## config.mk

```make
export PLATFORM = sky130hd
export DESIGN_NAME = tasr_csr_flat
export DESIGN_NICKNAME = d
export VERILOG_FILES = /design/src/hdl/tasr_pkg.sv /design/src/hdl/tasr_ifs.sv /design/src/hdl/tasr_csr.sv /design/src/flat_wrapper.sv
export SDC_FILE = /design/constraint.sdc
export NUM_CORES = 1
export LEC_CHECK = 0
export BUFFER_PORTS_ARGS = -buffer_cell sky130_fd_sc_hd__buf_2
export CAP_MARGIN = 20
export CELL_PAD_IN_SITES_DETAIL_PLACEMENT = 2
export CELL_PAD_IN_SITES_GLOBAL_PLACEMENT = 2
export CORE_AREA = 2 2 103 105
export CTS_BUF_LIST = sky130_fd_sc_hd__clkbuf_8 sky130_fd_sc_hd__clkbuf_16
export CTS_CLUSTER_SIZE = 20
export DETAILED_ROUTE_END_ITERATION = 10
export DIE_AREA = 0 0 105 107
export PLACE_DENSITY = 0.83
export RECOVER_POWER = 100
export SLEW_MARGIN = 10
export SYNTH_ARGS = -nofsm -noshare
export SYNTH_HDL_FRONTEND = slang
export SYNTH_SLANG_ARGS = --single-unit
```

## constraint.sdc

```tcl
create_clock -name clock -period 1.2 [get_ports clock]
set_clock_uncertainty 0.15 [all_clocks]
set_input_delay 0.06 -clock clock [delete_from_list [all_inputs] [get_ports clock]]
set_output_delay 0.06 -clock clock [all_outputs]
set_load 0.02 [all_outputs]
```

## src/hdl/tasr_pkg.sv

```systemverilog
// Shared constants, register codes and types of the tensor reduction core.
`timescale 1ns / 1ps
package tasr_pkg;

   localparam int ACC_DEPTH_DEF = 16384;
   localparam int MAX_DIM_DEF   = 4096;
   localparam int ACC_WIDTH_DEF = 48;

   localparam int IN_BITS       = 16;
   localparam int OUT_BITS      = 48;
   localparam int DIM_BITS      = 13;
   localparam int SCALE_BITS    = 17;
   localparam int SCALE_FRAC    = 16;
   localparam logic [SCALE_BITS-1:0] SCALE_ONE = 17'h10000;

   localparam int CSR_IDX_BITS  = 3;
   localparam int CSR_DATA_BITS = 17;

   localparam int FIFO_DEPTH    = 8;
   localparam int FIFO_CNT_BITS = $clog2(FIFO_DEPTH + 1);

   typedef enum logic [CSR_IDX_BITS-1:0] {
      CSR_MEAN_MODE   = 3'd0,
      CSR_KEEP_DIMS   = 3'd1,
      CSR_REDUCE_AXIS = 3'd2,
      CSR_DIM_N       = 3'd3,
      CSR_DIM_H       = 3'd4,
      CSR_DIM_W       = 3'd5,
      CSR_DIM_C       = 3'd6,
      CSR_MEAN_SCALE  = 3'd7
   } csr_idx_type;

   typedef enum logic [1:0] {
      AXIS_N = 2'd0,
      AXIS_C = 2'd1,
      AXIS_H = 2'd2,
      AXIS_W = 2'd3
   } axis_type;

   typedef struct packed {
      logic                  mean_mode;
      logic                  keep_dims;
      axis_type              reduce_axis;
      logic [DIM_BITS-1:0]   dim_n;
      logic [DIM_BITS-1:0]   dim_h;
      logic [DIM_BITS-1:0]   dim_w;
      logic [DIM_BITS-1:0]   dim_c;
      logic [SCALE_BITS-1:0] mean_scale;
   } cfg_type;

   localparam cfg_type CFG_RESET = '{
      mean_mode:   1'b0,
      keep_dims:   1'b1,
      reduce_axis: AXIS_N,
      dim_n:       13'd1,
      dim_h:       13'd1,
      dim_w:       13'd1,
      dim_c:       13'd1,
      mean_scale:  SCALE_ONE
   };

   // Status that travels with a value down the result pipeline.
   typedef struct packed {
      logic valid;
      logic ov;
      logic last;
   } tag_type;

   typedef struct packed {
      logic signed [OUT_BITS-1:0] value;
      logic                       saturated;
      logic                       last;
   } rsp_type;

endpackage

```

## src/hdl/tasr_ifs.sv

```systemverilog


interface tasr_csr_if;
   import tasr_pkg::*;
   logic                     valid;
   logic                     ready;
   logic [CSR_IDX_BITS-1:0]  index;
   logic [CSR_DATA_BITS-1:0] data;
   modport source (output valid, output index, output data, input ready);
   modport sink (input valid, input index, input data, output ready);
endinterface

```

## src/hdl/tasr_csr.sv

```systemverilog
// Configuration registers; any write restarts the tensor.
`timescale 1ns / 1ps
module tasr_csr (
   input  logic              clock,
   input  logic              reset,
   tasr_csr_if.sink          csr_ch,
   output tasr_pkg::cfg_type cfg,
   output logic              restart
);
   import tasr_pkg::*;

   cfg_type cfg_ff;
   cfg_type cfg_in;
   logic    wr;

   assign csr_ch.ready = 1'b1;
   assign wr           = csr_ch.valid & csr_ch.ready;

   always_comb begin
      cfg_in = cfg_ff;
      if (wr) begin
         unique case (csr_idx_type'(csr_ch.index))
            CSR_MEAN_MODE:   cfg_in.mean_mode   = csr_ch.data[0];
            CSR_KEEP_DIMS:   cfg_in.keep_dims   = csr_ch.data[0];
            CSR_REDUCE_AXIS: cfg_in.reduce_axis = axis_type'(csr_ch.data[1:0]);
            CSR_DIM_N:       cfg_in.dim_n       = csr_ch.data[DIM_BITS-1:0];
            CSR_DIM_H:       cfg_in.dim_h       = csr_ch.data[DIM_BITS-1:0];
            CSR_DIM_W:       cfg_in.dim_w       = csr_ch.data[DIM_BITS-1:0];
            CSR_DIM_C:       cfg_in.dim_c       = csr_ch.data[DIM_BITS-1:0];
            CSR_MEAN_SCALE:  cfg_in.mean_scale  = csr_ch.data[SCALE_BITS-1:0];
         endcase
      end
   end

   always_ff @(posedge clock) begin
      if (reset) begin
         cfg_ff <= CFG_RESET;
      end else begin
         cfg_ff <= cfg_in;
      end
   end

   assign cfg     = cfg_ff;
   assign restart = wr;

endmodule

```

## src/flat_wrapper.sv

```systemverilog
// flat-port wrapper written by rule: the top's interface ports become plain ports
module tasr_csr_flat import tasr_pkg::*;
  (clock, reset, cfg, restart, csr_ch_valid, csr_ch_index, csr_ch_data, csr_ch_ready);
  tasr_csr_if csr_ch_i ();
  input  logic clock;
  input  logic reset;
  output tasr_pkg::cfg_type cfg;
  output logic restart;
  input wire logic [$bits(csr_ch_i.valid)-1:0] csr_ch_valid;
  input wire logic [$bits(csr_ch_i.index)-1:0] csr_ch_index;
  input wire logic [$bits(csr_ch_i.data)-1:0] csr_ch_data;
  output wire logic [$bits(csr_ch_i.ready)-1:0] csr_ch_ready;
  assign csr_ch_i.valid = csr_ch_valid;
  assign csr_ch_i.index = csr_ch_index;
  assign csr_ch_i.data = csr_ch_data;
  assign csr_ch_ready = csr_ch_i.ready;
  tasr_csr u_core (.clock(clock), .reset(reset), .csr_ch(csr_ch_i), .cfg(cfg), .restart(restart));
endmodule
```

* Word level (Yosys, flattened, before mapping)
Cells that the tools add are included.
** Word-level totals
- Register bits :: 73
- Bits in latches :: 0
- RAM bits :: 0
- Bits in read-only memories :: 0
- Output and inout bits :: 75
- Memories :: 0
** Operators by class
- Add/sub/neg operators :: 0
- Multipliers :: 0
- Div/mod/pow operators :: 0
- Order comparisons :: 0
- Equality and inequality tests :: 7
- Shift-type cells :: 0
- Muxes and demuxes :: 0
- Bitwise logic cells :: 0
- Reduce and logical (&&, ||, !) cells :: 9
** Operators by type and width (count)
- AND reduction 2 bit :: 8
- == test 3 bit (second input constant) :: 4
- == test 3 x 2 -> 1 bit (second input constant) :: 2
- == test 3 x 1 -> 1 bit (second input constant) :: 1
- zero test 3 bit :: 1

* Logic depth before layout (Yosys ltp)
- Depth after elaboration :: 2
- Depth in mapped cells :: 4

* Worst setup path after synthesis
No wires, ideal clock.
- Path type :: input -> register
- From :: input csr_ch_index[1]
- To :: register u_core.cfg_ff, in the netlist u_core.cfg[31]
- Data arrival time :: 0.767 ns
- Required time :: 0.978 ns
- Slack :: 0.211 ns
- Stages :: 4
- Buffers on the path :: 2
- Path through :: buf_4 > and4b_1 > buf_6 > mux2i_1
** On the way
- Cells in the longest elaborated chain, start to end :: 2
** Ends and longest elaborated chain
- start, declared :: line flat_wrapper.sv:10 : input wire logic [$bits(csr_ch_i.index)-1:0] csr_ch_index;
- == test 3 bit :: line tasr_csr.sv:22 : unique case (csr_idx_type'(csr_ch.index))
- AND reduction 2 bit (no line)
- end signal, assigned :: line tasr_csr.sv:39 : cfg_ff <= cfg_in;
- end, declared :: line tasr_csr.sv:12 : cfg_type cfg_ff;
Every way passes these cells.
A chain may end at the register's enable or synchronous reset.

* Final worst setup path
- From :: register u_core.cfg_ff, in the netlist u_core.cfg[35]
- To :: output cfg[35] (netlist name)
** RTL lines
- end, declared :: line flat_wrapper.sv:7 : output tasr_pkg::cfg_type cfg;
No word-level cell between the ends.

==> metrics <==
Vias/cell 4.467; Setup crit end kind primary output; mapped cell area 3050 um^2; hold path depth 3; GRT Max-Usage Layer met2; area share of the largest cell type after synthesis 0.4791; commonest non-fill, non-tap cell in the layout nand2b_1; number of port buffers 96; RSZ-0062 raised after global routing false; Die Footprint 11240 um^2; Least-Margin Pin Slew 0.5074 ns; nets 407; H-Tree Depth 3; fillers 1149; Detailed Route WL 9005 um; GR Overflow Total 0; area delta synth->final 29.29%; setup TNS 0 ns; CP Buf/Inv Count 1; worst-path fanout max 2; R2R setup slack 0.38 ns; Routed Antenna Nets 0; failing checks hold timing; largest net degree at the start of global routing 44; Initial Util 0.3023; YS warnings 0; initial antenna violation count 0; Max-cap violations 0; status complete, but fails checks; M1 GR Usage 0.1892; average size of a mapped cell 11.21 um^2; peak supply drop 0.5727 mV; clock net sink count 73; Synth Area in Simple Gates 0.2297; CP Cell Sequence clkbuf_1; ANT cells 0; top post-synthesis cells by area dfxtp_1 48%, mux2i_1 24%, nand2b_1 17%; CTS Buf Count 9; CP peak stage delay 0.34 ns; worst min path class in2reg; DIE WIDTH 105 um; max reg flops 73; DRT iter0 DRCs 38; fin crit share 0.9338; met2 usage 0.3052; Post-Synth XOR/XNOR Area 0; maximum clock path buffer count 2; Worst R2R Path Depth 2; Seq/Total Area, Yosys 0.4791; Die H 107 um; largest family of logic cells by synthesized area multiplexers; WHS -0.04283 ns; startpoint class of the critical path register; Core Region 10090 um^2; clock root cell clkbuf_8; Adder-Cell Fraction of Synth Area 0; RePlAce Congestion 0.7336; clk_lat worst skew 0.34 ns; Rows 37; Pwr Density 1277 nW/um^2; Synth area leader dfxtp_1; final worst path period need 1.121 ns; DR vias 2345; Unique masters post-synth 17; Crit path arrival time 0.91 ns; first-pass GRT wire length 14540 um; Syn Nets 295; Critical Path RT 0.99 ns; layout cells sized above 1 0.2879; Yosys reg bits 73; Max-Slew Margin vs Limit 0.6617; Setup Crit Path Kind reg2out; Max Clk Rate 892.4 MHz; Hold Vio Cnt, Final 2; met3 usage 0.03830; drt first pass iters 4; P_leak 0.001925 uW; Top Family by Delay on Critical Path flip-flops; Compound-Gate Fraction of Synth Area 0; mux contribution to synthesized area 0.2395; Detail Placement HPWL 6406 um; Worst-path clk slew 0.08 ns; Mapped Cells 272; total global-route track usage 0.1658; final slew viol count 0; Stages on worst setup path 1; Final setup viols 0; number of global-route vias before repair 2722; CTS tree done; CP max-delay cell dfxtp_1; leading cell types in the layout, fill and taps excluded 83 x nand2b_1, 73 x mux2i_1, 73 x dfxtp_1, 69 x clkbuf_2, 21 x buf_2; IO Count 98; DRC Markers 0; WL/cell 17.15 um
synth_stat cells:
cell / instances
nand4bb_1: 1
nor4b_1: 1
nand4_2: 1
clkbuf_1: 9
conb_1: 1
buf_4: 5
and4b_1: 1
and4bb_2: 3
nand4b_2: 1
nor2_1: 8
nand4b_4: 2
mux2i_1: 73
and4_1: 1
buf_2: 3
buf_6: 6
dfxtp_1: 73
nand2b_1: 83
metrics by stage:
step / power, uW / instances / util / instance area, um^2 / worst slack (ns)
6_report: 5035 / 525 / 0.3908 / 3944 / 0.07948
3_3_place_gp: 3034 / 496 / 0.3676 / 3710 / 0.07339
3_5_place_dp: 3051 / 496 / 0.3676 / 3710 / 0.01707
2_1_floorplan: 2871 / 272 / - / 3050 / 0.2109
4_1_cts: 5133 / 525 / 0.4011 / 4048 / 0.03757
5_1_grt: 5258 / 525 / 0.3908 / 3944 / 0.02312
routing by layer:
layer	part of all wire	vias to the layer above
met3	0.044	10
met2	0.51	64
met1	0.43	1152
met5	0	-
li1	-	1119
met4	0.014	0
report_power, final:
part           internal, uW  switching (uW)  total [uW]
Combinational           217             275         492
Sequential             2470            32.7        2510
Clock                  1120             920        2040
Total                  3810            1230        5030
path summary, 6_finish.rpt:
check,to,startpoint
worst min register to register,u_core.cfg[68],u_core.cfg[68]
worst min-delay path,u_core.cfg[72],csr_ch_index[1]
worst max register to register,u_core.cfg[0],u_core.cfg[0]
worst max-delay path,cfg[35],u_core.cfg[35]
tightest hold or removal path, stage by stage:
cell,delay [ns]
buf_2,0.15
nor4b_1,0.08
mux2i_1,0.11
area by class of cell:
type | instances | area (um^2) | share of cell area
Tap cell | 136 | 170.2 | 0.04315
Timing Repair Buffer | 124 | 703.2 | 0.1783
Clock inverter | 4 | 42.54 | 0.01079
Clock buffer | 12 | 165.2 | 0.04188
Sequential cell | 73 | 1461 | 0.3706
Multi-Input combinational cell | 176 | 1401 | 0.3553
cells by family after synthesis:
| kind of cell | Yosys count |
|---|---|
| flops | 73 |
| other cells | 1 |
| buf+inv | 23 |
| simple gates | 102 |
| mux | 73 |
timing repair:
| action | CTS | global route |
|---|---|---|
| setup endpoints to repair | 0 | 5 |
| gates resized for setup | 0 | 1 |
| setup buffers | 0 | 0 |
| hold buffers | 13 | 0 |
| hold endpoints to repair | 39 | 0 |
Power figures use the tool's default switching activity.
