==> src/hdl/tasr_pkg.sv <==
// Shared constants, register codes and types of the tensor reduction core.
`timescale 1ns / 1ps
package tasr_pkg;

   localparam int ACC_DEPTH_DEF = 16384;
   localparam int MAX_DIM_DEF   = 4096;
   localparam int ACC_WIDTH_DEF = 48;

   localparam int IN_BITS       = 16;
   localparam int OUT_BITS      = 48;
   localparam int DIM_BITS      = 13;
   localparam int SCALE_BITS    = 17;
   localparam int SCALE_FRAC    = 16;
   localparam logic [SCALE_BITS-1:0] SCALE_ONE = 17'h10000;

   localparam int CSR_IDX_BITS  = 3;
   localparam int CSR_DATA_BITS = 17;

   localparam int FIFO_DEPTH    = 8;
   localparam int FIFO_CNT_BITS = $clog2(FIFO_DEPTH + 1);

   typedef enum logic [CSR_IDX_BITS-1:0] {
      CSR_MEAN_MODE   = 3'd0,
      CSR_KEEP_DIMS   = 3'd1,
      CSR_REDUCE_AXIS = 3'd2,
      CSR_DIM_N       = 3'd3,
      CSR_DIM_H       = 3'd4,
      CSR_DIM_W       = 3'd5,
      CSR_DIM_C       = 3'd6,
      CSR_MEAN_SCALE  = 3'd7
   } csr_idx_type;

   typedef enum logic [1:0] {
      AXIS_N = 2'd0,
      AXIS_C = 2'd1,
      AXIS_H = 2'd2,
      AXIS_W = 2'd3
   } axis_type;

   typedef struct packed {
      logic                  mean_mode;
      logic                  keep_dims;
      axis_type              reduce_axis;
      logic [DIM_BITS-1:0]   dim_n;
      logic [DIM_BITS-1:0]   dim_h;
      logic [DIM_BITS-1:0]   dim_w;
      logic [DIM_BITS-1:0]   dim_c;
      logic [SCALE_BITS-1:0] mean_scale;
   } cfg_type;

   localparam cfg_type CFG_RESET = '{
      mean_mode:   1'b0,
      keep_dims:   1'b1,
      reduce_axis: AXIS_N,
      dim_n:       13'd1,
      dim_h:       13'd1,
      dim_w:       13'd1,
      dim_c:       13'd1,
      mean_scale:  SCALE_ONE
   };

   // Status that travels with a value down the result pipeline.
   typedef struct packed {
      logic valid;
      logic ov;
      logic last;
   } tag_type;

   typedef struct packed {
      logic signed [OUT_BITS-1:0] value;
      logic                       saturated;
      logic                       last;
   } rsp_type;

endpackage

==> src/hdl/tasr_out_fifo.sv <==
// Response queue that decouples the result pipeline from the response channel.
`timescale 1ns / 1ps
module tasr_out_fifo (
   input  logic                                clock,
   input  logic                                reset,
   input  logic                                push,
   input  tasr_pkg::rsp_type                   push_data,
   input  logic                                pop,
   output logic                                out_valid,
   output tasr_pkg::rsp_type                   head_data,
   output logic [tasr_pkg::FIFO_CNT_BITS-1:0]  count
);
   import tasr_pkg::*;

   localparam int PTR_BITS = $clog2(FIFO_DEPTH);

   rsp_type                  entries_ff [FIFO_DEPTH];
   logic [PTR_BITS-1:0]      wr_ptr_ff, wr_ptr_in;
   logic [PTR_BITS-1:0]      rd_ptr_ff, rd_ptr_in;
   logic [FIFO_CNT_BITS-1:0] count_ff, count_in;

   always_comb begin
      wr_ptr_in = wr_ptr_ff;
      rd_ptr_in = rd_ptr_ff;
      count_in  = count_ff;
      if (push) begin
         wr_ptr_in = (wr_ptr_ff == PTR_BITS'(FIFO_DEPTH - 1)) ? '0 : wr_ptr_ff + 1'b1;
      end
      if (pop) begin
         rd_ptr_in = (rd_ptr_ff == PTR_BITS'(FIFO_DEPTH - 1)) ? '0 : rd_ptr_ff + 1'b1;
      end
      if (push && !pop) begin
         count_in = count_ff + 1'b1;
      end else if (pop && !push) begin
         count_in = count_ff - 1'b1;
      end
   end

   always_ff @(posedge clock) begin
      if (reset) begin
         wr_ptr_ff <= '0;
         rd_ptr_ff <= '0;
         count_ff  <= '0;
      end else begin
         wr_ptr_ff <= wr_ptr_in;
         rd_ptr_ff <= rd_ptr_in;
         count_ff  <= count_in;
      end
      if (push) begin
         entries_ff[wr_ptr_ff] <= push_data;
      end
   end

   assign out_valid = count_ff != '0;
   assign head_data = entries_ff[rd_ptr_ff];
   assign count     = count_ff;

endmodule

==> config.mk <==
export PLATFORM = sky130hd
export DESIGN_NAME = tasr_out_fifo
export DESIGN_NICKNAME = d
export VERILOG_FILES = /design/src/hdl/tasr_pkg.sv /design/src/hdl/tasr_out_fifo.sv
export SDC_FILE = /design/constraint.sdc
export NUM_CORES = 1
export LEC_CHECK = 0
export BUFFER_PORTS_ARGS = -buffer_cell sky130_fd_sc_hd__buf_4
export CORE_MARGIN = 5
export CORE_UTILIZATION = 55
export DETAILED_ROUTE_END_ITERATION = 16
export GPL_ROUTABILITY_DRIVEN = 0
export GPL_TIMING_DRIVEN = 0
export MAX_ROUTING_LAYER = met4
export PLACE_DENSITY = 0.81
export SLEW_MARGIN = 20
export SYNTH_ARGS = -nofsm -noshare
export SYNTH_HDL_FRONTEND = slang
export SYNTH_SLANG_ARGS = --single-unit
==> constraint.sdc <==
create_clock -name clock -period 13.55 [get_ports clock]
set_input_delay 1.355 -clock clock [delete_from_list [all_inputs] [get_ports clock]]
set_output_delay 1.355 -clock clock [all_outputs]
set_load 0.03 [all_outputs]
; Word-level counts from Yosys, hierarchy flattened
; Memory sizes are Yosys's and may differ from the RTL's. A register that Yosys moved wholly into a read port is not among the register bits.
; Index checks and enable logic that the tools add are counted.
[classes]
addsub = 4
multipliers = 0
n_div = 0
order_cmp = 0
eq_ne = 2
n_shift = 0
mux = 8
n_bitwise = 0
n_reduce_logical = 6
[ops]
columns = operator, count
row1 = two-way mux 3 bit, 4
row2 = two-way mux 4 bit, 2
row3 = "adder 3 x 1 -> 3 bit, second input constant", 2
row4 = "== test 3 bit, second input constant", 2
row5 = "adder 4 x 1 -> 4 bit, second input constant", 1
row6 = nonzero test 4 bit, 1
row7 = "subtractor 4 x 1 -> 4 bit, second input constant", 1
row8 = logical AND 1 bit, 2
row9 = logical NOT 1 bit, 2
row10 = two-way mux 1 bit, 2
row11 = nonzero test 2 bit, 1
[totals]
ff_bits = 10
latchBits = 0
mem_bits_rw = 400
mem_bits_ro = 0
word_cells = 24
memories = 1
[memory_table]
columns = memory, words, width, read_ports, rd_ports_with_merged_regs, wr, line
row1 = entries_ff, 8, 50, 1, 1, 1, tasr_out_fifo.sv:17  ; rsp_type entries_ff [FIFO_DEPTH];

; Longest topological paths before layout
; Gate-level depths: netlist of the first run.
[logic_depth]
depth_word = 4
ltp_mapped = 8
mapped_depth_nobuf = 8

; Worst setup path before layout of the first run
; No wires, ideal clock.
[synth_timing]
kind = in2reg
from = in push
to = mem entries_ff[0][0] (netlist bit) (enable)
setup_ps = 519
arrival_ps = 4877
required_time_ps = 13031
slack_ps = 8153
path_stages = 2
path_buffers = 0
path_cell_list = nand2b_1 > nor3_1
[synth_between]
elab_chain_cells = 2
[synth_rtl]
columns = item, line
row1 = "start, declared", tasr_out_fifo.sv:6  ; input logic push,
row2 = two-way mux 1 bit, tasr_out_fifo.sv:49  ; if (push) begin
row3 = two-way mux 1 bit (not written as such), tasr_out_fifo.sv:50  ; entries_ff[wr_ptr_ff] <= push_data;
row4 = "end, declared", tasr_out_fifo.sv:17
; Every way passes these cells.

==> results.py, run 1 <==
metrics = {
    "synth": {
        "synth_cells": 652,
        "ys_async_sr_fraction_pct": 0,
        "synth.largest_area_cell": "edfxtp_1",
        "ys.warnings.count": 0,
        "syn_nets": 714,
        "yosysMostFrequentCell": "edfxtp_1",
        "synth_area_leaders": "edfxtp_1 75%, mux4_1 16%, mux2_2 3.6%, dfxtp_1 1.6%, buf_6 0.77%",
        "synth_area_per_cell_um2": 24.6,
        "netlist_area_um2": 16000,
        "ys.flop_type": "edfxtp_1",
        "seq_area_frac_synth_pct": 76.6,
        "synth_cell_types": 24,
        "synth_top_area_share_pct": 74.9,
        "synthTopCellsByCount": "400 x edfxtp_1, 100 x mux4_1, 51 x mux2_2",
        "synth_edf_count": 400,
        "synth-seq-cells": 413,
    },
    "grt": {
        "grt_util_met1_pct": 26.8,
        "grt.met3_usage_pct": 3.64,
        "grt_max_degree": 21,
        "grt_pass1_wl_um": 48100,
        "antenna_found_initial": 1,
        "met2_usage_pct": 33.0,
        "top_usage_layer": "met2",
        "grt-ovfl-total": 0,
        "grt_util_all_layers_pct": 20.3,
        "grt_pass1_vias": 7856,
    },
    "route": {
        "drt_wl_total_um": 32100,
        "drc": 0,
        "firstDrtPassIters": 5,
        "vias": 7447,
        "drt-initial-drc-count": 593,
        "via_per_inst": 5.97,
        "wl_per_cell_um": 25.8,
        "ant_nets": 0,
    },
    "cts": {
        "worstSkewPairLatency_ns": 0.52,
        "cts_buffers": 41,
        "path_clk_slew_ns": 0.06,
        "cts_max_level": 2,
        "post_cts_buffers": 0,
        "cts-resized-gates": 0,
        "clockRootBuffer": "clkbuf_16",
        "cts.hold.buffers_added": 0,
        "cts_tree": "built",
        "cts.sinks": 413,
        "cts_buffer_depth": 3,
    },
    "pwr": {
        "p_per_area_nw_per_um2": 144,
        "p_total_w": 0.00275,
        "p_leak_nw": 6.47,
        "max-vdd-ir-drop_mv": 0.138,
    },
    "sta": {
        "rsz0062_at_grt": "no",
        "period_share_pct": 29.4,
        "slew_headroom_pct": 48.7,
        "final.setup.tns_ns": 0,
        "skew_ns": 0.0159,
        "period_needed_ns": 3.98,
        "setup_ws_ns": 9.57,
        "setup_violations": 0,
        "drv_slew": 0,
        "hold_violations": 0,
        "fmax_ghz": 0.251,
        "worst_pin_slew_ns": 0.769,
    },
    "run_status": {
        "run_status": "finished clean",
    },
    "setup_path": {
        "path_cells": "clkbuf_2 -> buf_1 -> mux4_1 -> mux2_2 -> buf_4",
        "path_max_fanout": 10,
        "path_class": "register to output port",
        "crit_required_ns": 12.19,
        "cp_top_family": "buffers and inverters",
        "cp_num_buf_inv": 3,
        "startpoint_type": "register",
        "cp.arrival_ns": 2.62,
        "cp_slowest_cell": "buf_1",
        "max_stage_delay_ns": 0.58,
        "end_kind": "output port",
    },
    "floorplan": {
        "io_pins": 109,
        "placementRows": 62,
        "coreArea_um2": 28700,
        "start_util_pct": 55.8,
        "die_y_um": 181,
        "dieWidth_um": 181,
        "fp.dieArea_um2": 32700,
    },
    "layout": {
        "fin_area_um2": 19200,
        "final_cells": 1247,
        "drive_gt1_share_pct": 30.4,
        "area_growth_syn_to_layout_pct": 19.5,
        "fillers": 1783,
        "nets": 895,
    },
    "placement": {
        "dp_hpwl_um": 20200,
        "place_inst": 1174,
        "io_buffers": 108,
        "dpl_cell_area_um2": 17900,
        "post-place-ws_ns": 10.13,
    },
    "run": {
        "drv_cap": 0,
    },
    "worst_hold_path": {
        "min_path_type": "register to register",
    },
}
-- worst register-to-register path: cells and delay by family (launching register included) --
kind | cells | cell delay (ns)
buffers and inverters | 3 | 0.74
AND/OR/NAND/NOR | 2 | 0.84
flip-flops | 1 | 0.37
-- logic make-up after synthesis --
| group | Yosys count | share of synthesized area [%] |
|---|---|---|
| compound gates | 8 | 0.273 |
| buf+inv | 33 | 1.30 |
| mux | 154 | 20.2 |
| xor+xnor | 2 | 0.109 |
| flops | 413 | 76.6 |
| fa+ha+maj | 8 | 0.671 |
| simple gates | 34 | 0.913 |
-- routing by layer --
metal,wire [µm],vias to the layer above
met5,0,-
met4,841,0
met3,2030,65
met2,16200,300
met1,13000,3855
li1,-,3227
-- state kept, by name, summed over array words and instances (netlist names), named ones only --
| register | count |
|---|---|
| entries_ff | 400 |
| rd_ptr_ff | 3 |
| count | 4 |
| wr_ptr_ff | 3 |
-- path summary, 6_finish.rpt --
check / startpoint / to / slack (ns) / cells after the start
setup / recovery: register / head_data[18] / 9.57 / 5
hold / removal: wr_ptr_ff[0] / wr_ptr_ff[0] / 0.55 / 2
setup reg to reg: wr_ptr_ff[0] / entries_ff[1][23] / 11.29 / 5
hold reg to reg: wr_ptr_ff[0] / wr_ptr_ff[0] / 0.55 / 2
-- placed cells by master, fill, tap and decap left out, drive strengths merged --
| cell type | synthesis | final |
|---|---|---|
| a211oi | 1 | 1 |
| a21oi | 6 | 6 |
| a31oi | 1 | 1 |
| buf | 19 | 157 |
| bufinv | 0 | 2 |
| clkbuf | 11 | 68 |
| clkinv | 0 | 11 |
| clkinvlp | 0 | 1 |
| dfxtp | 13 | 13 |
| diode | 0 | 1 |
| edfxtp | 400 | 400 |
| fa | 1 | 1 |
| ha | 7 | 7 |
| inv | 3 | 4 |
| mux2 | 51 | 51 |
| mux2i | 3 | 3 |
| mux4 | 100 | 100 |
| nand2 | 4 | 4 |
| nand2b | 3 | 3 |
| nand3 | 1 | 1 |
| nor2 | 21 | 21 |
| nor2b | 1 | 1 |
| nor3 | 3 | 3 |
| or4 | 1 | 1 |
| xnor2 | 1 | 1 |
| xor2 | 1 | 1 |
-- power by group --
group | switching [W] | leakage [nW] | internal (W)
Sequential | 0.00000901 | 3.74 | 0.00143
Clock | 0.000443 | 0.611 | 0.000620
Combinational | 0.000141 | 2.11 | 0.000111
Total | 0.000594 | 6.47 | 0.00216
-- layout make-up --
cell class                      instances  area [µm²]  share of cell area [%]
Buffer                                 30         196                    1.03
Sequential cell                       413       12300                    64.1
Inverter                                3        11.3                  0.0588
Clock buffer                           57        1130                    5.89
Antenna cell                            1        2.50                  0.0131
Timing Repair Buffer                  138        1330                    6.94
Clock inverter                         15         129                   0.673
Tap cell                              384         480                    2.51
Multi-Input combinational cell        206        3600                    18.8
-- through the flow --
step	utilization, %	hold WS (ns)
after floorplan	-	0.490
after global routing	66.7	0.601
after CTS	66.7	0.549
final	66.7	0.549
after global placement	60.3	0.523
after detailed placement	62.3	0.539
Power figures use the tool's default switching activity.
==> run 2: changes to the inputs <==
==> constraint.sdc (replaced) <==
create_clock -name clock -period 3.9 [get_ports clock]
set_input_delay 0.39 -clock clock [delete_from_list [all_inputs] [get_ports clock]]
set_output_delay 0.39 -clock clock [all_outputs]
set_load 0.03 [all_outputs]
==> run 2 against run 1 <==
Sequential cell count did not move; sequential share of layout area fell by 0.21 points; sequential power rose to 3.5 times the previous value; critical path depth did not move; combinational power rose to 3.4 times the previous value; via count fell by 3.3%; register-to-register slack got worse by 9.4 ns; worst setup slack got worse by 8.7 ns; non-clock buffer count fell by 4; worst hold slack got worse by 0.45 ns; critical endpoint is now head_data[12]; largest power group unchanged.
==> results.py, run 2 (synthesis gave the netlist of run 1 again) <==
metrics = {
    "sta": {
        "setup_violations": 0,
        "fmax_ghz": 0.332,
        "rsz0062_at_grt": "no",
        "hold_violations": 0,
        "slew_headroom_pct": 47.0,
        "period_needed_ns": 3.01,
        "skew_ns": 0.00668,
        "period_share_pct": 77.2,
        "worst_pin_slew_ns": 0.793,
        "holdWs_ns": 0.0978,
        "drv_slew": 0,
    },
    "setup_path": {
        "startpoint_type": "register",
        "path_max_fanout": 10,
        "crit_required_ns": 3.51,
        "reg2reg_from": "wr_ptr_ff[2]",
        "path_cells": "clkbuf_2 -> buf_1 -> mux4_1 -> mux2_2 -> buf_4",
        "cp_num_buf_inv": 3,
        "r2r_cells": 5,
        "reg2reg_slack_ns": 1.88,
        "r2r-end": "entries_ff[7][13]",
        "cp_top_family": "buffers and inverters",
        "max_stage_delay_ns": 0.60,
        "path_class": "register to output port",
        "end_kind": "output port",
        "cp.arrival_ns": 2.62,
        "cp.depth": 5,
        "crit_path_end": "head_data[12]",
        "cp_slowest_cell": "buf_1",
    },
    "placement": {
        "place_inst": 1170,
        "io_buffers": 108,
        "dpl_cell_area_um2": 18000,
        "dp_hpwl_um": 19600,
    },
    "layout": {
        "drive_gt1_share_pct": 30.4,
        "fin_area_um2": 19200,
        "final_cells": 1240,
        "mostFrequentLayoutCell": "edfxtp_1",
        "final_core_util_pct": 66.9,
        "top_register": "entries_ff",
        "fillers": 1778,
        "area_growth_syn_to_layout_pct": 19.9,
        "nets": 891,
        "final_cell_mix": "400 x edfxtp_1, 108 x buf_4, 100 x mux4_1, 51 x mux2_2, 41 x clkbuf_16",
        "largest_reg_flops": 400,
    },
    "pwr": {
        "max-vdd-ir-drop_mv": 0.420,
        "p_per_area_nw_per_um2": 498,
        "p_leak_nw": 6.47,
        "p_total_w": 0.00956,
    },
    "cts": {
        "cts_tree": "built",
        "worstSkewPairLatency_ns": 0.52,
        "cts.sinks": 413,
        "cts-resized-gates": 0,
        "cts.hold.buffers_added": 0,
        "clockRootBuffer": "clkbuf_16",
        "cts_buffer_depth": 3,
        "path_clk_slew_ns": 0.06,
        "post_cts_buffers": 0,
        "cts_max_level": 2,
        "cts_buffers": 41,
    },
    "grt": {
        "grt_util_all_layers_pct": 19.7,
        "grt-ovfl-total": 0,
        "grt_pass1_wl_um": 46900,
        "antenna_found_initial": 1,
        "grt_pass1_vias": 7656,
        "grt_max_degree": 21,
    },
    "floorplan": {
        "io_pins": 109,
        "start_util_pct": 55.8,
        "coreArea_um2": 28700,
        "die_y_um": 181,
        "fp.dieArea_um2": 32700,
        "placementRows": 62,
        "dieWidth_um": 181,
    },
    "route": {
        "via_per_inst": 5.81,
        "ant_nets": 0,
        "vias": 7201,
        "firstDrtPassIters": 5,
        "drc": 0,
        "wl_per_cell_um": 25.0,
        "drt_wl_total_um": 31000,
        "drt-initial-drc-count": 576,
    },
    "run": {
        "drv_cap": 0,
    },
    "worst_hold_path": {
        "min_path_type": "input pin to register",
    },
    "run_status": {
        "run_status": "finished clean",
    },
}
## run 2: changes by cell type in the layout (fill, tap and decap cells not counted), moves of 2 or more
cell       delta
clkinv_2      +3
bufinv_16     +2
clkbuf_1      -7
buf_16        +3
buf_4        -11
buf_8         +7
buf_12        -2
clkinv_1      +2
clkbuf_16     -2
nor3_2        -2
nor3_4        +2
## run 2: final cells by class
type                       count  area, µm²  area share, %
sequential                   413      12300           63.9
multi-input combinational    206       3610           18.8
timing repair buffer         134       1380           7.20
clock buffer                  48       1050           5.48
tap                          384        480           2.50
clock inverter                21        203           1.05
buffer                        30        196           1.02
inverter                       3       11.3         0.0586
antenna                        1       2.50         0.0130
## run 2: routing by layer
metal / share of wire, % / wire length [µm] / track usage [%] / vias up
met2: 51 / 15800 / 32.9 / 217
met4: 1.6 / 503 / 4.08 / 0
met1: 41 / 12900 / 25.9 / 3723
met5: 0 / 0 / - / -
met3: 6.0 / 1870 / 3.62 / 42
li1: - / - / - / 3219
## run 2: metrics by stage
stage                     setup slack, ns  setup TNS, ns
after floorplan                     0.799              0
after global placement              -1.50        -546.47
after detailed placement             1.41              0
after CTS                           0.858              0
after global routing                0.791              0
final                               0.889              0
## run 2: worst min path at each step
stage	start	to	slack, ns	cells after the start
finish	push_data[24]	entries_ff[4][24]	0.1	1
global route	push_data[39]	entries_ff[6][39]	0.09	1
CTS	push_data[27]	entries_ff[0][27]	0.08	1
detailed placement	wr_ptr_ff[0]	wr_ptr_ff[0]	0.54	2
global placement	wr_ptr_ff[0]	wr_ptr_ff[0]	0.52	2
floorplan	push_data[0]	entries_ff[0][0]	0.49	0
## run 2: report_power, final
part,internal [W],total (W),switching (W),leakage (nW)
clock,0.00218,0.00370,0.00151,0.617
sequential,0.00496,0.00500,0.0000308,3.74
combinational,0.000385,0.000867,0.000481,2.11
