`config.mk`:
```
export PLATFORM = sky130hd
export DESIGN_NAME = tasr_scale
export DESIGN_NICKNAME = d
export VERILOG_FILES = /design/src/hdl/tasr_pkg.sv /design/src/hdl/tasr_scale.sv
export SDC_FILE = /design/constraint.sdc
export NUM_CORES = 2
export LEC_CHECK = 0
export BUFFER_PORTS_ARGS = -buffer_cell sky130_fd_sc_hd__buf_2
export CAP_MARGIN = 40
export CORE_ASPECT_RATIO = 0.7
export CORE_MARGIN = 1.5
export CORE_UTILIZATION = 55
export CTS_BUF_LIST = sky130_fd_sc_hd__clkbuf_4
export DETAILED_ROUTE_END_ITERATION = 7
export PLACE_DENSITY = 0.75
export RECOVER_POWER = 50
export SLEW_MARGIN = 20
export SYNTH_ARGS = -nofsm -noshare
export SYNTH_HDL_FRONTEND = slang
export SYNTH_SLANG_ARGS = --single-unit
```
`constraint.sdc`:
```
create_clock -name clock -period 6.1 [get_ports clock]
set_input_delay 0.61 -clock clock [delete_from_list [all_inputs] [get_ports clock]]
set_output_delay 0.61 -clock clock [all_outputs]
set_load 0.1 [all_outputs]
```
`src/hdl/tasr_pkg.sv`:
```
// Shared constants, register codes and types of the tensor reduction core.
`timescale 1ns / 1ps
package tasr_pkg;

   localparam int ACC_DEPTH_DEF = 16384;
   localparam int MAX_DIM_DEF   = 4096;
   localparam int ACC_WIDTH_DEF = 48;

   localparam int IN_BITS       = 16;
   localparam int OUT_BITS      = 48;
   localparam int DIM_BITS      = 13;
   localparam int SCALE_BITS    = 17;
   localparam int SCALE_FRAC    = 16;
   localparam logic [SCALE_BITS-1:0] SCALE_ONE = 17'h10000;

   localparam int CSR_IDX_BITS  = 3;
   localparam int CSR_DATA_BITS = 17;

   localparam int FIFO_DEPTH    = 8;
   localparam int FIFO_CNT_BITS = $clog2(FIFO_DEPTH + 1);

   typedef enum logic [CSR_IDX_BITS-1:0] {
      CSR_MEAN_MODE   = 3'd0,
      CSR_KEEP_DIMS   = 3'd1,
      CSR_REDUCE_AXIS = 3'd2,
      CSR_DIM_N       = 3'd3,
      CSR_DIM_H       = 3'd4,
      CSR_DIM_W       = 3'd5,
      CSR_DIM_C       = 3'd6,
      CSR_MEAN_SCALE  = 3'd7
   } csr_idx_type;

   typedef enum logic [1:0] {
      AXIS_N = 2'd0,
      AXIS_C = 2'd1,
      AXIS_H = 2'd2,
      AXIS_W = 2'd3
   } axis_type;

   typedef struct packed {
      logic                  mean_mode;
      logic                  keep_dims;
      axis_type              reduce_axis;
      logic [DIM_BITS-1:0]   dim_n;
      logic [DIM_BITS-1:0]   dim_h;
      logic [DIM_BITS-1:0]   dim_w;
      logic [DIM_BITS-1:0]   dim_c;
      logic [SCALE_BITS-1:0] mean_scale;
   } cfg_type;

   localparam cfg_type CFG_RESET = '{
      mean_mode:   1'b0,
      keep_dims:   1'b1,
      reduce_axis: AXIS_N,
      dim_n:       13'd1,
      dim_h:       13'd1,
      dim_w:       13'd1,
      dim_c:       13'd1,
      mean_scale:  SCALE_ONE
   };

   // Status that travels with a value down the result pipeline.
   typedef struct packed {
      logic valid;
      logic ov;
      logic last;
   } tag_type;

   typedef struct packed {
      logic signed [OUT_BITS-1:0] value;
      logic                       saturated;
      logic                       last;
   } rsp_type;

endpackage

```
`src/hdl/tasr_scale.sv`:
```
// Mean scaling by the reciprocal register, rounding and 48-bit output clamp.
`timescale 1ns / 1ps
module tasr_scale #(
   parameter int ACC_WIDTH = tasr_pkg::ACC_WIDTH_DEF
) (
   input  logic                                  clock,
   input  logic                                  reset,
   input  tasr_pkg::tag_type                     in_tag,
   input  logic signed [ACC_WIDTH-1:0]           in_acc,
   input  logic                                  mean_mode,
   input  logic [tasr_pkg::SCALE_BITS-1:0]       mean_scale,
   output tasr_pkg::tag_type                     out_tag,
   output logic signed [tasr_pkg::OUT_BITS-1:0]  out_value,
   output logic [3:0]                            pend
);
   import tasr_pkg::*;

   localparam int LO_W = ACC_WIDTH / 2;
   localparam int HI_W = ACC_WIDTH - LO_W;
   localparam int PW   = ACC_WIDTH + SCALE_BITS;
   localparam int EW   = ((ACC_WIDTH > OUT_BITS) ? ACC_WIDTH : OUT_BITS) + 1;

   // Stage a: sign and magnitude.
   tag_type                a_tag_ff;
   logic                   a_neg_ff, a_mean_ff;
   logic [ACC_WIDTH-1:0]   a_mag_ff;
   logic [SCALE_BITS-1:0]  a_scale_ff;

   // Stage b: two partial products of the magnitude.
   tag_type                      b_tag_ff;
   logic                         b_neg_ff, b_mean_ff;
   logic [ACC_WIDTH-1:0]         b_mag_ff;
   logic [LO_W+SCALE_BITS-1:0]   b_pp_lo_ff;
   logic [HI_W+SCALE_BITS-1:0]   b_pp_hi_ff;

   // Stage c: rounded magnitude.
   tag_type                c_tag_ff;
   logic                   c_neg_ff;
   logic [ACC_WIDTH-1:0]   c_mag_ff;
   logic [PW-1:0]          prod;
   logic [ACC_WIDTH-1:0]   c_mag_in;

   // Stage d: clamped, signed result.
   tag_type                    d_tag_ff, d_tag_in;
   logic signed [OUT_BITS-1:0] d_value_ff;
   logic [EW-1:0]              r_ext, lim, mag_o, val;
   logic                       sat;

   always_ff @(posedge clock) begin
      if (reset) begin
         a_tag_ff <= '0;
         b_tag_ff <= '0;
         c_tag_ff <= '0;
         d_tag_ff <= '0;
      end else begin
         a_tag_ff <= in_tag;
         b_tag_ff <= a_tag_ff;
         c_tag_ff <= b_tag_ff;
         d_tag_ff <= d_tag_in;
      end
   end

   always_ff @(posedge clock) begin
      a_neg_ff   <= in_acc[ACC_WIDTH-1];
      a_mag_ff   <= in_acc[ACC_WIDTH-1] ? ACC_WIDTH'(-in_acc) : ACC_WIDTH'(in_acc);
      a_mean_ff  <= mean_mode;
      a_scale_ff <= (mean_scale > SCALE_ONE) ? SCALE_ONE : mean_scale;
   end

   always_ff @(posedge clock) begin
      b_neg_ff   <= a_neg_ff;
      b_mean_ff  <= a_mean_ff;
      b_mag_ff   <= a_mag_ff;
      b_pp_lo_ff <= (LO_W + SCALE_BITS)'(a_mag_ff[LO_W-1:0])
                  * (LO_W + SCALE_BITS)'(a_scale_ff);
      b_pp_hi_ff <= (HI_W + SCALE_BITS)'(a_mag_ff[ACC_WIDTH-1:LO_W])
                  * (HI_W + SCALE_BITS)'(a_scale_ff);
   end

   // Round half away from zero on the magnitude; a scale of at most one
   // keeps the result no larger than the magnitude.
   always_comb begin
      prod = (PW'(b_pp_hi_ff) << LO_W) + PW'(b_pp_lo_ff)
           + (PW'(1) << (SCALE_FRAC - 1));
      c_mag_in = b_mean_ff ? prod[ACC_WIDTH+SCALE_FRAC-1:SCALE_FRAC] : b_mag_ff;
   end

   always_ff @(posedge clock) begin
      c_neg_ff <= b_neg_ff;
      c_mag_ff <= c_mag_in;
   end

   always_comb begin
      r_ext = EW'(c_mag_ff);
      lim   = (EW'(1) << (OUT_BITS - 1)) - EW'(!c_neg_ff);
      sat   = r_ext > lim;
      mag_o = sat ? lim : r_ext;
      val   = c_neg_ff ? (EW'(0) - mag_o) : mag_o;
      d_tag_in    = c_tag_ff;
      d_tag_in.ov = c_tag_ff.ov | sat;
   end

   always_ff @(posedge clock) begin
      d_value_ff <= val[OUT_BITS-1:0];
   end

   assign out_tag   = d_tag_ff;
   assign out_value = d_value_ff;
   assign pend      = {a_tag_ff.valid, b_tag_ff.valid, c_tag_ff.valid, d_tag_ff.valid};

endmodule

```
# Word level (Yosys, flattened, before mapping)
# Cells that the tools add are included.
# word_totals
ff_bits	307
output_inout_bits	55
wordCells	40
in_bits	71
# op_classes
multipliers	2
bitwise_logic	1
n_mux	4
n_reduce_logical	1
n_addsub	5
magnitude_cmp	2
# op_table
cell	n
2-to-1 mux 48 bit	3
adder 64 x 16 -> 64 bit (second input constant)	1
adder 64 x 41 -> 64 bit	1
greater-than comparator 48 x 49 -> 1 bit	1
subtractor 48 x 1 -> 49 bit (first input constant)	1
negation 48 bit	1
subtractor 1 x 48 -> 48 bit (first input constant)	1
2-to-1 mux 47 bit	1
multiplier 24 x 17 -> 41 bit	1
multiplier 24 x 17 -> 40 bit	1
greater-than comparator 17 bit (second input constant)	1
zero test 1 bit	1
OR 1 bit	1

# Logic depth before layout (Yosys ltp)
# logic_depth
depth_word	6
depth_mapped	25
depth_no_buf	24

# Least setup slack after synthesis
# No wires, ideal clock.
# synth_timing
kind	reg2reg
start	reg a_scale_ff[7]
end	reg b_pp_hi_ff[39]
synth_period_minus_slack_ns	6.638
arrival_ns	6.509
path_buffers	2
setup_slack_ns	-0.538
stages_incl_launch_ff	26
setup_ns	0.129
required_ns	5.971
cell_sequence	dfxtp_1 > clkbuf_1 > clkbuf_1 > nand2_1 > fa_1 > inv_1 > fa_1 > inv_1 > fa_1 > inv_1 > fa_1 > fa_1 > inv_1 > fa_1 > inv_1 > ha_1 > and3_1 > and3_1 > a32oi_1 > o21ai_0 > o2bb2ai_1 > a41o_1 > nor4_1 > o31ai_1 > o41ai_1 > xnor2_1
# synth_via
elab_chain_cells	1
# synth_rtl
element	line_no	rtl
from (decl)	tasr_scale.sv:27	logic [SCALE_BITS-1:0] a_scale_ff;
from (signal assigned)	tasr_scale.sv:67	a_scale_ff <= (mean_scale > SCALE_ONE) ? SCALE_ONE : mean_scale;
multiplier 24 x 17 -> 40 bit	tasr_scale.sv:77	* (HI_W + SCALE_BITS)'(a_scale_ff);
to (signal assigned)	tasr_scale.sv:76	b_pp_hi_ff <= (HI_W + SCALE_BITS)'(a_mag_ff[ACC_WIDTH-1:LO_W])
to (decl)	tasr_scale.sv:34	logic [HI_W+SCALE_BITS-1:0] b_pp_hi_ff;
# No other way between the ends.
# A chain may end at the register's enable or synchronous reset.

# Worst setup path after layout
# layout_timing
start	reg a_scale_ff[7]
end	reg b_pp_hi_ff[29]
# The elaborated chain is that of the path after synthesis.

==> report_table.html <==
<table>
<tr><th>Metric</th><th>Value</th></tr>
<tr><th colspan="2">Run status</th></tr>
<tr><td>Run status</td><td>finished, violations left</td></tr>
<tr><td>Failing checks</td><td>max-capacitance violations, max-slew violations, negative setup slack</td></tr>
<tr><th colspan="2">Detailed routing</th></tr>
<tr><td>Routed length per placed instance</td><td>18.7 um</td></tr>
<tr><td>Post-Route WL</td><td>103 mm</td></tr>
<tr><td>Number of vias per cell</td><td>5.41</td></tr>
<tr><td>Number of nets still failing antenna checks after routing</td><td>0</td></tr>
<tr><td>DRC Markers</td><td>0</td></tr>
<tr><td>Number of DRC markers in iteration 0</td><td>2760</td></tr>
<tr><td>Number of optimization iterations in the first detailed-route pass</td><td>5</td></tr>
<tr><td>Vias</td><td>29879</td></tr>
<tr><th colspan="2">Cells and area</th></tr>
<tr><td>Final standard cell utilization of the core</td><td>66.1%</td></tr>
<tr><td>Final Instance Area</td><td>0.0440 sq mm</td></tr>
<tr><td>Share of cells above drive strength 1</td><td>18.3%</td></tr>
<tr><td>Number of nets in the layout</td><td>5592</td></tr>
<tr><td>Area delta synth-&gt;final</td><td>18.6%</td></tr>
<tr><td>Number of cells in the finished layout apart from fillers</td><td>5526</td></tr>
<tr><th colspan="2">Synth</th></tr>
<tr><td>Ys flop type</td><td>sky130_fd_sc_hd__dfxtp_1</td></tr>
<tr><td>Syn avg cell area</td><td>8.93 sq um</td></tr>
<tr><td>Number of warnings printed during yosys synthesis</td><td>0</td></tr>
<tr><td>Net count after synthesis</td><td>5178</td></tr>
<tr><td>Part of the Yosys area used for sequential elements</td><td>15.7%</td></tr>
<tr><td>Post-synthesis cell type count</td><td>71</td></tr>
<tr><td>Number of storage elements in the synthesis netlist</td><td>292</td></tr>
<tr><td>Number of instances in the synthesized netlist</td><td>4160</td></tr>
<tr><td>Area of the mapped netlist</td><td>0.0371 sq mm</td></tr>
<tr><td>Async set-reset flop share out of synthesis</td><td>0%</td></tr>
<tr><td>Number of enable-type register cells in the synthesized netlist</td><td>0</td></tr>
<tr><th colspan="2">Placement</th></tr>
<tr><td>Routability congestion estimate from global placement</td><td>0.962</td></tr>
<tr><td>Setup WS pre-CTS</td><td>-530 ps</td></tr>
<tr><td>PortBufs</td><td>125</td></tr>
<tr><td>Final HPWL from detailed placement</td><td>80.6 mm</td></tr>
<tr><td>Post-Place Cells</td><td>5295</td></tr>
<tr><td>Placed inst area</td><td>0.0411 sq mm</td></tr>
<tr><th colspan="2">Critical path</th></tr>
<tr><td>Worst path top cell family by delay</td><td>adder cells</td></tr>
<tr><td>Delay of the slowest critical-path stage</td><td>540 ps</td></tr>
<tr><td>R2r endpoint</td><td>b_pp_hi_ff[29]$_DFF_P_</td></tr>
<tr><td>Cell mode on critical path</td><td>sky130_fd_sc_hd__fa_1</td></tr>
<tr><td>Worst reg-to-reg path cell count</td><td>25</td></tr>
<tr><td>Signal arrival time at the worst endpoint</td><td>6930 ps</td></tr>
<tr><td>Critical path peak fanout</td><td>5</td></tr>
<tr><td>Critical setup path kind</td><td>flip-flop to flip-flop</td></tr>
<tr><td>Reg2Reg Launch Point</td><td>a_scale_ff[7]$_SDFF_PN0_</td></tr>
<tr><td>Required time at the endpoint of the critical path</td><td>6870 ps</td></tr>
<tr><td>Bufs and invs on worst path</td><td>7</td></tr>
<tr><td>Capturing element type of the critical path</td><td>flip-flop</td></tr>
<tr><td>Critical Path Source Type</td><td>flip-flop</td></tr>
<tr><td>Master of the slowest instance on the critical path</td><td>sky130_fd_sc_hd__fa_2</td></tr>
<tr><td>Slack of the worst reg-to-reg path</td><td>-70 ps</td></tr>
<tr><th colspan="2">STA</th></tr>
<tr><td>Total setup violations reported at the end of the flow</td><td>2</td></tr>
<tr><td>Worst slew slack as a fraction of its limit</td><td>-17.6%</td></tr>
<tr><td>Fin Clk Skew</td><td>126 ps</td></tr>
<tr><td>Total count of hold-check failures in the final report</td><td>0</td></tr>
<tr><td>Final period util</td><td>101%</td></tr>
<tr><td>Final period demand of the worst path</td><td>6170 ps</td></tr>
<tr><td>Achievable clock frequency</td><td>162 MHz</td></tr>
<tr><td>Final Worst Setup Slack</td><td>-66.6 ps</td></tr>
<tr><td>Unrepaired setup endpoints after global routing</td><td>yes</td></tr>
<tr><td>Transition time at the pin with the least slew margin</td><td>1760 ps</td></tr>
<tr><td>Max-slew violation count</td><td>50</td></tr>
<tr><th colspan="2">Floorplanning</th></tr>
<tr><td>Die ar.</td><td>0.0691 sq mm</td></tr>
<tr><td>Total core area</td><td>0.0666 sq mm</td></tr>
<tr><td>Number of top-level pins</td><td>126</td></tr>
<tr><td>Placement Rows</td><td>79</td></tr>
<tr><td>Initial Util</td><td>55.7%</td></tr>
<tr><td>Vertical extent of the die</td><td>220 um</td></tr>
<tr><td>Chip width</td><td>314 um</td></tr>
<tr><th colspan="2">Worst hold path</th></tr>
<tr><td>Cells on Worst Hold Path</td><td>2</td></tr>
<tr><td>HP Class</td><td>input port to flip-flop</td></tr>
<tr><td>Min-delay src</td><td>in_acc[29]</td></tr>
<tr><td>Worst hold endpoint</td><td>a_mag_ff[29]$_DFF_P_</td></tr>
<tr><th colspan="2">GRT</th></tr>
<tr><td>Global route overflow</td><td>0</td></tr>
<tr><td>Wire length of the first global-routing pass</td><td>160 mm</td></tr>
<tr><td>Pin count of the biggest net entering global routing</td><td>80</td></tr>
<tr><td>Overall routing resource usage</td><td>29.6%</td></tr>
<tr><td>Initial antenna violation count</td><td>5</td></tr>
<tr><td>Vias in the first global route</td><td>29834</td></tr>
<tr><th colspan="2">Pwr</th></tr>
<tr><td>Static power due to leakage</td><td>21.6 nW</td></tr>
<tr><td>Max VDD drop</td><td>0.000720 V</td></tr>
<tr><td>Power Density</td><td>576 mW/mm^2</td></tr>
<tr><td>PnR Total Power</td><td>0.0254 W</td></tr>
<tr><th colspan="2">Clocking</th></tr>
<tr><td>Depth of the CTS H-tree</td><td>3</td></tr>
<tr><td>Maximum buffer depth of the clock tree</td><td>3</td></tr>
<tr><td>Root Buffer Master</td><td>sky130_fd_sc_hd__clkbuf_4</td></tr>
<tr><td>Number of buffers created by CTS</td><td>72</td></tr>
<tr><td>TritonCTS Sinks</td><td>292</td></tr>
<tr><td>Clock-pin transition on the worst setup and hold timing paths</td><td>80 ps</td></tr>
<tr><td>CTS tree</td><td>yes</td></tr>
<tr><td>Clk_lat worst skew</td><td>910 ps</td></tr>
<tr><th colspan="2">Flow run</th></tr>
<tr><td>Max capacitance violation total</td><td>1</td></tr>
</table>
==> through the flow <==
step / hold WS [ps] / TNS, ps
6_report: 43.8 / -108
5_1_grt: 18.3 / -2420
4_1_cts: 1.67 / -150
3_5_place_dp: 314 / -9910
3_3_place_gp: 310 / -6230
2_1_floorplan: 310 / -15.5
==> cell families (layout without fill, tap and decap cells) <==
family,count (synthesis),in the layout,share of synthesized area [%]
DFF,292,292,15.7
adders and majority gates,947,947,45.1
muxes,28,28,0.812
AOI/OAI and AO/OA,394,394,6.75
buffers and inverters,1007,1476,10.2
other,0,6,0
xor gates and xnor gates,150,150,3.54
and+or+nand+nor,1342,1342,17.8
==> layer usage <==
layer / share of wire [%] / global-route usage [%]
met5: 0.059 / 0
met2: 40 / 41.1
met4: 2.0 / 6.17
met1: 45 / 44.7
met3: 12 / 9.55
==> timing repair <==
item,4_1_cts,5_1_grt
hold buffers,41,0
setup buffers,9,36
gates cloned,2,8
endpoints found under the hold margin,42,0
setup endpoints to repair,35,39
gates resized for setup,43,217
pin swaps,33,159
==> synth_stat cells, drive strengths merged, types with 7 or more instances <==
cell      n  share of area (%)
a211oi   16               0.32
or3      29               0.49
a21oi   125                1.7
nor2b    41               0.69
o22ai    22               0.37
a31oi     7               0.12
and3     31               0.52
nor2    141                1.4
dfxtp   292                 16
nor3     58               0.83
o31ai    16               0.32
xor2     35               0.83
inv     813                8.2
nand4    28               0.47
mux2i    11               0.30
o21bai    8               0.16
a21o     52                1.1
o21a     19               0.38
buf       9               0.15
mux2     17               0.52
o211ai   11               0.22
nand2b   14               0.24
nand3    36               0.52
and4     11               0.26
nand2   576                5.8
fa      655                 35
o21ai    71               0.96
and2    315                5.3
xnor2   115                2.7
o41ai     9               0.21
or2       8               0.13
nor4     28               0.52
clkbuf  184                1.9
ha      292                9.8
or4      20               0.42
==> power by group <==
group / leakage [nW] / switching, W / total (W) / internal (W)
registers: 2.46 / 0.000561 / 0.00319 / 0.00263
logic: 18.6 / 0.0111 / 0.0204 / 0.00933
clock network: 0.544 / 0.000869 / 0.00176 / 0.000889
total: 21.6 / 0.0125 / 0.0254 / 0.0128
==> flip-flops by register name (all words and copies together), names as in the netlist, 3 cells and up <==
| name | count |
|---|---|
| out_tag | 3 |
| pend | 3 |
| out_value | 48 |
| a_mag_ff | 48 |
| c_mag_ff | 48 |
| b_pp_lo_ff | 26 |
| b_mag_ff | 48 |
| a_scale_ff | 17 |
| b_pp_hi_ff | 40 |
==> layout by cell type (no fill, tap or decap), types with 41 or more instances in the layout <==
cell type	n
sky130_fd_sc_hd__fa_1	632
sky130_fd_sc_hd__clkbuf_4	92
sky130_fd_sc_hd__dlygate4sd3_1	41
sky130_fd_sc_hd__a21o_1	52
sky130_fd_sc_hd__buf_4	290
sky130_fd_sc_hd__buf_12	45
sky130_fd_sc_hd__nor3_1	54
sky130_fd_sc_hd__and2_1	296
sky130_fd_sc_hd__buf_2	122
sky130_fd_sc_hd__a21oi_1	109
sky130_fd_sc_hd__xnor2_1	115
sky130_fd_sc_hd__ha_1	261
sky130_fd_sc_hd__nor2_1	136
sky130_fd_sc_hd__nand2_1	565
sky130_fd_sc_hd__inv_1	773
sky130_fd_sc_hd__o21ai_0	55
sky130_fd_sc_hd__dfxtp_1	261
==> worst max-delay path by stage <==
stage / slack (ps) / from / to / depth (start not counted)
2_1_floorplan: -20 / a_scale_ff[16]$_SDFF_PN1_ / b_pp_hi_ff[39]$_DFF_P_ / 23
3_3_place_gp: -390 / a_scale_ff[7]$_SDFF_PN0_ / b_pp_lo_ff[40]$_DFF_P_ / 23
3_5_place_dp: -530 / a_mag_ff[31]$_DFF_P_ / b_pp_hi_ff[39]$_DFF_P_ / 22
4_1_cts: -70 / a_scale_ff[7]$_SDFF_PN0_ / b_pp_hi_ff[29]$_DFF_P_ / 24
5_1_grt: -230 / a_scale_ff[6]$_SDFF_PN0_ / b_pp_lo_ff[34]$_DFF_P_ / 24
6_report: -70 / a_scale_ff[7]$_SDFF_PN0_ / b_pp_hi_ff[29]$_DFF_P_ / 25
==> final cells by class <==
| cell class | count | area (sq um) |
|---|---|---|
| clock inverters | 37 | 268 |
| inverters | 814 | 3060 |
| clock buffers | 92 | 691 |
| multi-input cells | 2861 | 28400 |
| well taps | 891 | 1110 |
| flip-flops and latches | 292 | 5900 |
| repair buffers | 533 | 4640 |
| fillers | 5239 | 22600 |
| diodes | 6 | 15.0 |
Note: power is estimated with default switching activity, not from simulation.
